--- src/rtl/core/sfc_pkg.sv ---
// shared types, constants and codes of the scanf format checker
package sfc_pkg;

    localparam int MAX_FORMAT_LEN = 1024;
    localparam int COUNT_LIMIT    = (MAX_FORMAT_LEN < 2047) ? MAX_FORMAT_LEN : 2047;

    localparam int CHAR_W  = 21;
    localparam int CNT_W   = 12;
    localparam int MASK_W  = 12;
    localparam int STAT_W  = 2;

    localparam logic signed [CNT_W-1:0] CNT_MAX = CNT_W'(COUNT_LIMIT);
    localparam logic signed [CNT_W-1:0] CNT_MIN = -CNT_W'(COUNT_LIMIT);

    // kind mask bits
    localparam logic [MASK_W-1:0] KM_C     = MASK_W'(1) << 0;
    localparam logic [MASK_W-1:0] KM_DI    = MASK_W'(1) << 1;
    localparam logic [MASK_W-1:0] KM_E     = MASK_W'(1) << 2;
    localparam logic [MASK_W-1:0] KM_G     = MASK_W'(1) << 3;
    localparam logic [MASK_W-1:0] KM_FN    = MASK_W'(1) << 4;
    localparam logic [MASK_W-1:0] KM_O     = MASK_W'(1) << 5;
    localparam logic [MASK_W-1:0] KM_SB    = MASK_W'(1) << 6;
    localparam logic [MASK_W-1:0] KM_X     = MASK_W'(1) << 7;
    localparam logic [MASK_W-1:0] KM_U     = MASK_W'(1) << 8;
    localparam logic [MASK_W-1:0] KM_SHORT = MASK_W'(1) << 9;
    localparam logic [MASK_W-1:0] KM_PLAIN = MASK_W'(1) << 10;
    localparam logic [MASK_W-1:0] KM_LONG  = MASK_W'(1) << 11;

    typedef enum logic [4:0] {
        CL_NONE,
        CL_PCT,
        CL_DIGIT,
        CL_STAR,
        CL_H,
        CL_L,
        CL_C,
        CL_U,
        CL_DI,
        CL_E,
        CL_G,
        CL_N,
        CL_F,
        CL_O,
        CL_S,
        CL_BRACKET,
        CL_CLOSE,
        CL_X,
        CL_OTHER
    } cls_t;

    typedef enum logic [2:0] {
        PH_LITERAL,
        PH_AFTER_PCT,
        PH_WIDTH,
        PH_TYPE,
        PH_BRACKET
    } phase_t;

    typedef enum logic [1:0] {
        MOD_NONE,
        MOD_SHORT,
        MOD_LONG
    } mod_t;

    typedef enum logic [STAT_W-1:0] {
        ST_OK,
        ST_BAD,
        ST_INCOMPLETE
    } status_t;

    typedef struct packed {
        cls_t cls;
        logic last;
    } item_t;

endpackage

--- src/rtl/core/sfc_if.sv ---


interface sfc_out_if;
    import sfc_pkg::*;

    logic                     valid;
    logic                     ready;
    logic [STAT_W-1:0]        status;
    logic signed [CNT_W-1:0]  conversion_count;
    logic [MASK_W-1:0]        kind_mask;

    modport source (output valid, output status, output conversion_count,
                    output kind_mask, input ready);
    modport sink   (input valid, input status, input conversion_count,
                    input kind_mask, output ready);
endinterface

--- src/rtl/core/sfc_engine.sv ---
// back end: walks the format state and registers the result
module sfc_engine (
    input  logic            clk,
    input  logic            rst_n,
    input  logic            pop_valid,
    input  sfc_pkg::item_t  pop_item,
    output logic            pop_ready,
    sfc_out_if.source       rsp
);
    import sfc_pkg::*;

    typedef struct packed {
        logic              err;
        logic [MASK_W-1:0] bits;
        logic              dec;
        logic              brk;
    } conv_t;

    function automatic conv_t conv_decode(input cls_t cls, input logic any_mod,
                                          input logic short_mod);
        conv_t r;
        r = '0;
        case (cls)
            CL_C:
            begin
                if (any_mod) r.err = 1'b1;
                else         r.bits = KM_C;
            end
            CL_U:  r.bits = KM_U;
            CL_DI: r.bits = KM_DI;
            CL_E:
            begin
                if (short_mod) r.err = 1'b1;
                else           r.bits = KM_E;
            end
            CL_G:
            begin
                if (short_mod) r.err = 1'b1;
                else           r.bits = KM_G;
            end
            CL_N:
            begin
                r.dec = 1'b1;
                if (short_mod) r.err = 1'b1;
                else           r.bits = KM_FN;
            end
            CL_F:
            begin
                if (short_mod) r.err = 1'b1;
                else           r.bits = KM_FN;
            end
            CL_O:  r.bits = KM_O;
            CL_S:
            begin
                if (short_mod) r.err = 1'b1;
                else           r.bits = KM_SB;
            end
            CL_BRACKET:
            begin
                if (any_mod)
                begin
                    r.err = 1'b1;
                end
                else
                begin
                    r.bits = KM_SB;
                    r.brk  = 1'b1;
                end
            end
            CL_X:  r.bits = KM_X;
            default: r.err = 1'b1;
        endcase
        return r;
    endfunction

    phase_t                  phase_reg;
    phase_t                  phase_next;
    mod_t                    mod_reg;
    mod_t                    mod_next;
    logic signed [CNT_W-1:0] cnt_reg;
    logic signed [CNT_W-1:0] cnt_next;
    logic [MASK_W-1:0]       mask_reg;
    logic [MASK_W-1:0]       mask_next;
    logic                    err_reg;
    logic                    err_next;

    phase_t                  step_phase;
    mod_t                    step_mod;
    logic signed [CNT_W-1:0] step_cnt;
    logic [MASK_W-1:0]       step_mask;
    logic                    step_err;
    logic                    cnt_up;
    logic                    cnt_down;
    conv_t                   conv;
    logic                    use_conv;

    logic                    out_valid_reg;
    logic                    out_valid_next;
    status_t                 out_status_reg;
    status_t                 out_status_next;
    logic signed [CNT_W-1:0] out_cnt_reg;
    logic signed [CNT_W-1:0] out_cnt_next;
    logic [MASK_W-1:0]       out_mask_reg;
    logic [MASK_W-1:0]       out_mask_next;

    logic                    fire;

    assign pop_ready = !pop_item.last || !out_valid_reg || rsp.ready;
    assign fire      = pop_valid && pop_ready;

    // one character of the format walk
    always_comb
    begin
        step_phase = phase_reg;
        step_mod   = mod_reg;
        step_mask  = mask_reg;
        step_err   = err_reg;
        cnt_up     = 1'b0;
        cnt_down   = 1'b0;
        use_conv   = 1'b0;
        conv       = conv_decode(pop_item.cls, 1'b0, 1'b0);
        if (pop_item.cls != CL_NONE && !err_reg)
        begin
            case (phase_reg)
                PH_LITERAL:
                begin
                    if (pop_item.cls == CL_PCT)
                    begin
                        cnt_up     = 1'b1;
                        step_phase = PH_AFTER_PCT;
                    end
                end
                PH_BRACKET:
                begin
                    if (pop_item.cls == CL_CLOSE) step_phase = PH_LITERAL;
                end
                PH_TYPE:
                begin
                    conv     = conv_decode(pop_item.cls, mod_reg != MOD_NONE,
                                           mod_reg == MOD_SHORT);
                    use_conv = 1'b1;
                end
                PH_AFTER_PCT, PH_WIDTH:
                begin
                    if (pop_item.cls == CL_DIGIT)
                    begin
                        step_phase = PH_WIDTH;
                    end
                    else if (pop_item.cls == CL_STAR && phase_reg == PH_AFTER_PCT)
                    begin
                        cnt_down   = 1'b1;
                        step_phase = PH_WIDTH;
                    end
                    else if (pop_item.cls == CL_H)
                    begin
                        step_mask  = mask_reg | KM_SHORT;
                        step_mod   = MOD_SHORT;
                        step_phase = PH_TYPE;
                    end
                    else if (pop_item.cls == CL_L)
                    begin
                        step_mask  = mask_reg | KM_LONG;
                        step_mod   = MOD_LONG;
                        step_phase = PH_TYPE;
                    end
                    else if (pop_item.cls inside {CL_C, CL_U, CL_DI, CL_E, CL_G, CL_N,
                                                  CL_F, CL_O, CL_S, CL_BRACKET, CL_X})
                    begin
                        step_mask = mask_reg | KM_PLAIN;
                        step_mod  = MOD_NONE;
                        use_conv  = 1'b1;
                    end
                    else
                    begin
                        step_err = 1'b1;
                    end
                end
                default: step_err = 1'b1;
            endcase
            if (use_conv)
            begin
                cnt_down = conv.dec;
                if (conv.err)
                begin
                    step_err = 1'b1;
                end
                else
                begin
                    step_mask  = step_mask | conv.bits;
                    step_phase = conv.brk ? PH_BRACKET : PH_LITERAL;
                end
            end
        end

        if (cnt_up && cnt_reg != CNT_MAX)
            step_cnt = cnt_reg + CNT_W'(1);
        else if (cnt_down && cnt_reg != CNT_MIN)
            step_cnt = cnt_reg - CNT_W'(1);
        else
            step_cnt = cnt_reg;
    end

    // next state: clear after the last character of a string
    always_comb
    begin
        phase_next = phase_reg;
        mod_next   = mod_reg;
        cnt_next   = cnt_reg;
        mask_next  = mask_reg;
        err_next   = err_reg;
        if (fire)
        begin
            if (pop_item.last)
            begin
                phase_next = PH_LITERAL;
                mod_next   = MOD_NONE;
                cnt_next   = '0;
                mask_next  = '0;
                err_next   = 1'b0;
            end
            else
            begin
                phase_next = step_phase;
                mod_next   = step_mod;
                cnt_next   = step_cnt;
                mask_next  = step_mask;
                err_next   = step_err;
            end
        end
    end

    // result register
    always_comb
    begin
        out_valid_next  = out_valid_reg && !rsp.ready;
        out_status_next = out_status_reg;
        out_cnt_next    = out_cnt_reg;
        out_mask_next   = out_mask_reg;
        if (fire && pop_item.last)
        begin
            out_valid_next = 1'b1;
            if (step_err)
                out_status_next = ST_BAD;
            else if (step_phase == PH_LITERAL || step_phase == PH_BRACKET)
                out_status_next = ST_OK;
            else
                out_status_next = ST_INCOMPLETE;
            out_cnt_next  = (out_status_next == ST_OK) ? step_cnt : '0;
            out_mask_next = step_mask;
        end
    end

    always_ff @(posedge clk or negedge rst_n)
    begin
        if (!rst_n)
        begin
            phase_reg     <= PH_LITERAL;
            mod_reg       <= MOD_NONE;
            cnt_reg       <= '0;
            mask_reg      <= '0;
            err_reg       <= 1'b0;
            out_valid_reg <= 1'b0;
        end
        else
        begin
            phase_reg     <= phase_next;
            mod_reg       <= mod_next;
            cnt_reg       <= cnt_next;
            mask_reg      <= mask_next;
            err_reg       <= err_next;
            out_valid_reg <= out_valid_next;
        end
    end

    always_ff @(posedge clk)
    begin
        out_status_reg <= out_status_next;
        out_cnt_reg    <= out_cnt_next;
        out_mask_reg   <= out_mask_next;
    end

    assign rsp.valid            = out_valid_reg;
    assign rsp.status           = out_status_reg;
    assign rsp.conversion_count = out_cnt_reg;
    assign rsp.kind_mask        = out_mask_reg;

    a_cnt_range: assert property (@(posedge clk) disable iff (!rst_n)
        cnt_reg <= CNT_MAX && cnt_reg >= CNT_MIN)
        else $error("running count beyond limit");

    a_type_has_mod: assert property (@(posedge clk) disable iff (!rst_n)
        phase_reg == PH_TYPE |-> mod_reg != MOD_NONE)
        else $error("type phase without modifier");

    a_last_gives_result: assert property (@(posedge clk) disable iff (!rst_n)
        fire && pop_item.last |=> out_valid_reg)
        else $error("last character produced no result");

    a_bad_count_zero: assert property (@(posedge clk) disable iff (!rst_n)
        out_valid_reg && out_status_reg != ST_OK |-> out_cnt_reg == '0)
        else $error("count reported on failed format");

    a_clear_after_last: assert property (@(posedge clk) disable iff (!rst_n)
        fire && pop_item.last |=> phase_reg == PH_LITERAL && !err_reg && mask_reg == '0)
        else $error("state not cleared after last character");

endmodule
--- src/flat_wrapper.sv ---
// flat-port wrapper written by rule: the top's interface ports become plain ports
module sfc_engine_flat import sfc_pkg::*;
  (clk, rst_n, pop_valid, pop_item, pop_ready, rsp_valid, rsp_status, rsp_conversion_count, rsp_kind_mask, rsp_ready);
  sfc_out_if rsp_i ();
  input  logic clk;
  input  logic rst_n;
  input  logic pop_valid;
  input  sfc_pkg::item_t pop_item;
  output logic pop_ready;
  output wire logic [$bits(rsp_i.valid)-1:0] rsp_valid;
  output wire logic [$bits(rsp_i.status)-1:0] rsp_status;
  output wire logic [$bits(rsp_i.conversion_count)-1:0] rsp_conversion_count;
  output wire logic [$bits(rsp_i.kind_mask)-1:0] rsp_kind_mask;
  input wire logic [$bits(rsp_i.ready)-1:0] rsp_ready;
  assign rsp_valid = rsp_i.valid;
  assign rsp_status = rsp_i.status;
  assign rsp_conversion_count = rsp_i.conversion_count;
  assign rsp_kind_mask = rsp_i.kind_mask;
  assign rsp_i.ready = rsp_ready;
  sfc_engine u_core (.clk(clk), .rst_n(rst_n), .pop_valid(pop_valid), .pop_item(pop_item), .pop_ready(pop_ready), .rsp(rsp_i));
endmodule
--- config.mk ---
export PLATFORM = sky130hd
export DESIGN_NAME = sfc_engine_flat
export DESIGN_NICKNAME = d
export VERILOG_FILES = /design/src/rtl/core/sfc_pkg.sv /design/src/rtl/core/sfc_if.sv /design/src/rtl/core/sfc_engine.sv /design/src/flat_wrapper.sv
export SDC_FILE = /design/constraint.sdc
export NUM_CORES = 1
export LEC_CHECK = 0
export BUFFER_PORTS_ARGS = -buffer_cell sky130_fd_sc_hd__buf_2
export CAP_MARGIN = 15
export CORE_ASPECT_RATIO = 1.5
export CORE_MARGIN = 2
export CORE_UTILIZATION = 55
export CTS_BUF_LIST = sky130_fd_sc_hd__clkbuf_4
export CTS_CLUSTER_DIAMETER = 50
export CTS_CLUSTER_SIZE = 14
export DETAILED_ROUTE_END_ITERATION = 12
export GPL_TIMING_DRIVEN = 0
export PLACE_DENSITY = 0.88
export SLEW_MARGIN = 10
export SYNTH_ARGS = -nofsm -noshare
export SYNTH_HDL_FRONTEND = slang
export SYNTH_SLANG_ARGS = --single-unit
export TNS_END_PERCENT = 5
--- constraint.sdc ---
create_clock -name clk -period 2.2 [get_ports clk]
set_input_delay 0.22 -clock clk [delete_from_list [all_inputs] [get_ports clk]]
set_output_delay 0.22 -clock clk [all_outputs]
set_load 0.1 [all_outputs]
==> qor.txt <==
setup TNS: -265 ps
Tot Pwr: 3120 µW
Final Hold Vio Count: 0
placed cell area: 3850 µm²
Core Box Area: 6170 µm²
Final #Nets: 445
total track usage: 0.306
Fmax achieved: 0.442 GHz
grt ovf: 0
cells after synthesis: 366
HPWL Detailed: 6810 µm
Antenna Violating Nets Remaining: 0
Avg Vias per Cell: 6.92
die area: 7130 µm²
Clock transition at path regs: 130 ps
Avg Synthesized Cell Area: 9.71 µm²
number of synthesized flops with an enable pin: 26
Net Switching: 1180 µW
first-pass GRT wire length: 16700 µm
number of core rows: 35
DRC errors left: 0
Worst Path Arrival: 2470 ps
slew at the pin closest to its max-slew limit: 736 ps
worst slack, placed: -384 ps
IO Count: 38
pwr/cell area: 701 nW/µm²
post-synthesis sequential area ratio: 0.438
P&R area growth vs syn: 25.3%
CTS root buf: clkbuf_4
cell area after layout: 4450 µm²
Final Cycle Share: 1.03
Yosys warning total: 0
Synth Net Count: 379
Final min period: 2260 ps
CTS buffer count: 9
reg-to-reg slack, setup: -60 ps
CTS tree: built
hold_sp: pop_item[0]
Post-synth top cells: nand2_1, dfrtp_1, edfxtp_1
die span in y: 102 µm
Max Cap Viol: 0
r2r endpoint: u_core.rsp.status[1]
hold path depth: 3
GPL Wtd Cong: 1.00
run status: finished with violations
Worst path slowest cell: o32a_1
CTS Buffer Depth: 2
final setup vio count: 10
Top FF cell, synth: dfrtp_1
max_slew headroom: 0.509
CP Launch Type: flop
worst-case vdd ir drop: 563 µV
initial antenna violation count: 0
Hold WC Path Type: input pin to flop
Crit Path Class: flop to flop
First-pass DRT Iterations: 6
clk_lat worst skew: 440 ps
Mapped Area: 3550 µm²
Routed WL: 10900 µm
post-synth top area cell: edfxtp_1
WHS Endpoint: u_core.mask_reg[2]
fraction of power consumed by sequential logic: 0.394
ratio of cells with drive above 1 in the final layout: 0.362
PortBufs: 36
violated checks: negative setup slack
area fraction of the dominant cell type after synthesis: 0.220
cell family with most CP delay: compound AO/OA/AOI/OAI gates
library cells used by synthesis: 72
combinational fraction of design power: 0.301
crit path cell chain: buf_6 > xnor2_1 > nor2_2 > a41oi_2 > o22a_1 > o32a_1 > buf_4 > nor2b_1
Starting Density: 0.575
Avg WL per Cell: 21.3 µm
DR vias: 3536
main area contributors after synthesis: edfxtp_1, dfrtp_1, nand2_1
FF-to-FF Start: u_core.phase_reg[0]
number of diodes: 0
max incr delay on CP: 430 ps
initial DRC count: 445
vias in the first global route: 3400
Setup Skew: 24.6 ps
Int Pwr: 1940 µW
largest net degree at the start of global routing: 32
Clock H-tree levels: 3
worst setup margin: -60.7 ps
cells on worst reg2reg path: 8
Required @ worst endpoint: 2410 ps
register bit total from synthesis: 57
RSZ-0062 raised after global routing: true
CP max FO: 9
top-count cell post-synth: nand2_1
fillers: 414
CP Capture Type: flop
Async SR Flop Fraction: 0.544
WP buf/inv: 2
Final Util: 0.721
Max Transition Viols Final: 0
switching part of the total power: 0.378
leakage power: 0.00191 µW
Clock power frac: 0.305
die width: 69.6 µm
clk sink count: 57
power groups by stage:
stage               Combinational, µW  Clock [µW]  Sequential (µW)
floorplan                         410           0             1420
global placement                  748           0             1240
detailed placement                765           0             1240
CTS                               874         944             1230
global route                      988         997             1230
finish                            939         951             1230
repair_timing:
action,in CTS,in global routing
hold endpoints to repair,32,0
gates resized for setup,43,29
cloned,0,1
pin swaps,9,9
hold buffers,2,0
buffers inserted,13,5
setup endpoints to repair,34,54
cell type report:
class                           count  area, µm²  share of cell area
Clock buffer                        9       67.6              0.0152
Timing Repair Buffer               57        347              0.0779
Buffer                             23        134              0.0301
Clock inverter                      7        101              0.0228
Tap cell                           74       92.6              0.0208
Inverter                           14       58.8              0.0132
Multi-Input combinational cell    270       2090               0.469
Sequential cell                    57       1570               0.352
layer usage:
metal	routed length, µm	global-route usage
met3	906	0.0720
met5	0	0
met1	3630	0.320
met4	1130	0.238
met2	5220	0.533
layout by cell type, fill, tap and decap left out, types with 10 or more instances in the layout:
cell	instances
inv_1	10
nor3_2	12
nor2_1	18
dfrtp_1	26
nand2_1	29
o21ai_0	12
nand2b_1	10
a21oi_1	14
buf_2	42
nor3_1	15
edfxtp_1	26
buf_4	19
per-stage QoR:
step	hold WS, ps	instances
after floorplan	-75.6	366
after global placement	315	476
after detailed placement	312	476
after CTS	209	505
after global routing	215	511
final	235	511
worst max-delay path by stage:
| stage | from | to | cells past startpoint |
|---|---|---|---|
| 6_report | u_core.phase_reg[0] | u_core.rsp.status[1] | 8 |
| 5_1_grt | u_core.phase_reg[1] | u_core.rsp.conversion_count[5] | 8 |
| 4_1_cts | u_core.cnt_reg[0] | u_core.rsp.conversion_count[2] | 8 |
| 3_5_place_dp | u_core.phase_reg[2] | u_core.rsp.conversion_count[1] | 6 |
| 3_3_place_gp | u_core.cnt_reg[0] | u_core.rsp.conversion_count[2] | 8 |
| 2_1_floorplan | u_core.rsp.valid | u_core.rsp.conversion_count[0] | 5 |
worst min-delay path: cells and delay by family:
kind            cells  cell delay (ps)
simple gates        1              110
compound gates      1              140
buf+inv             1              170
cells by family (layout without fill, tap and decap cells):
kind of cell             count (synthesis)  count (layout)  synth area share
flip-flops                              57              57             0.438
multiplexers                             2               2           0.00564
buffers and inverters                   39             110            0.0465
AO/OA/AOI/OAI                           93              93             0.207
AND/OR/NAND/NOR                        160             160             0.262
adder cells (fa/ha/maj)                  3               3            0.0106
XOR/XNOR                                12              12            0.0296
(Power assumes the default switching activity.)
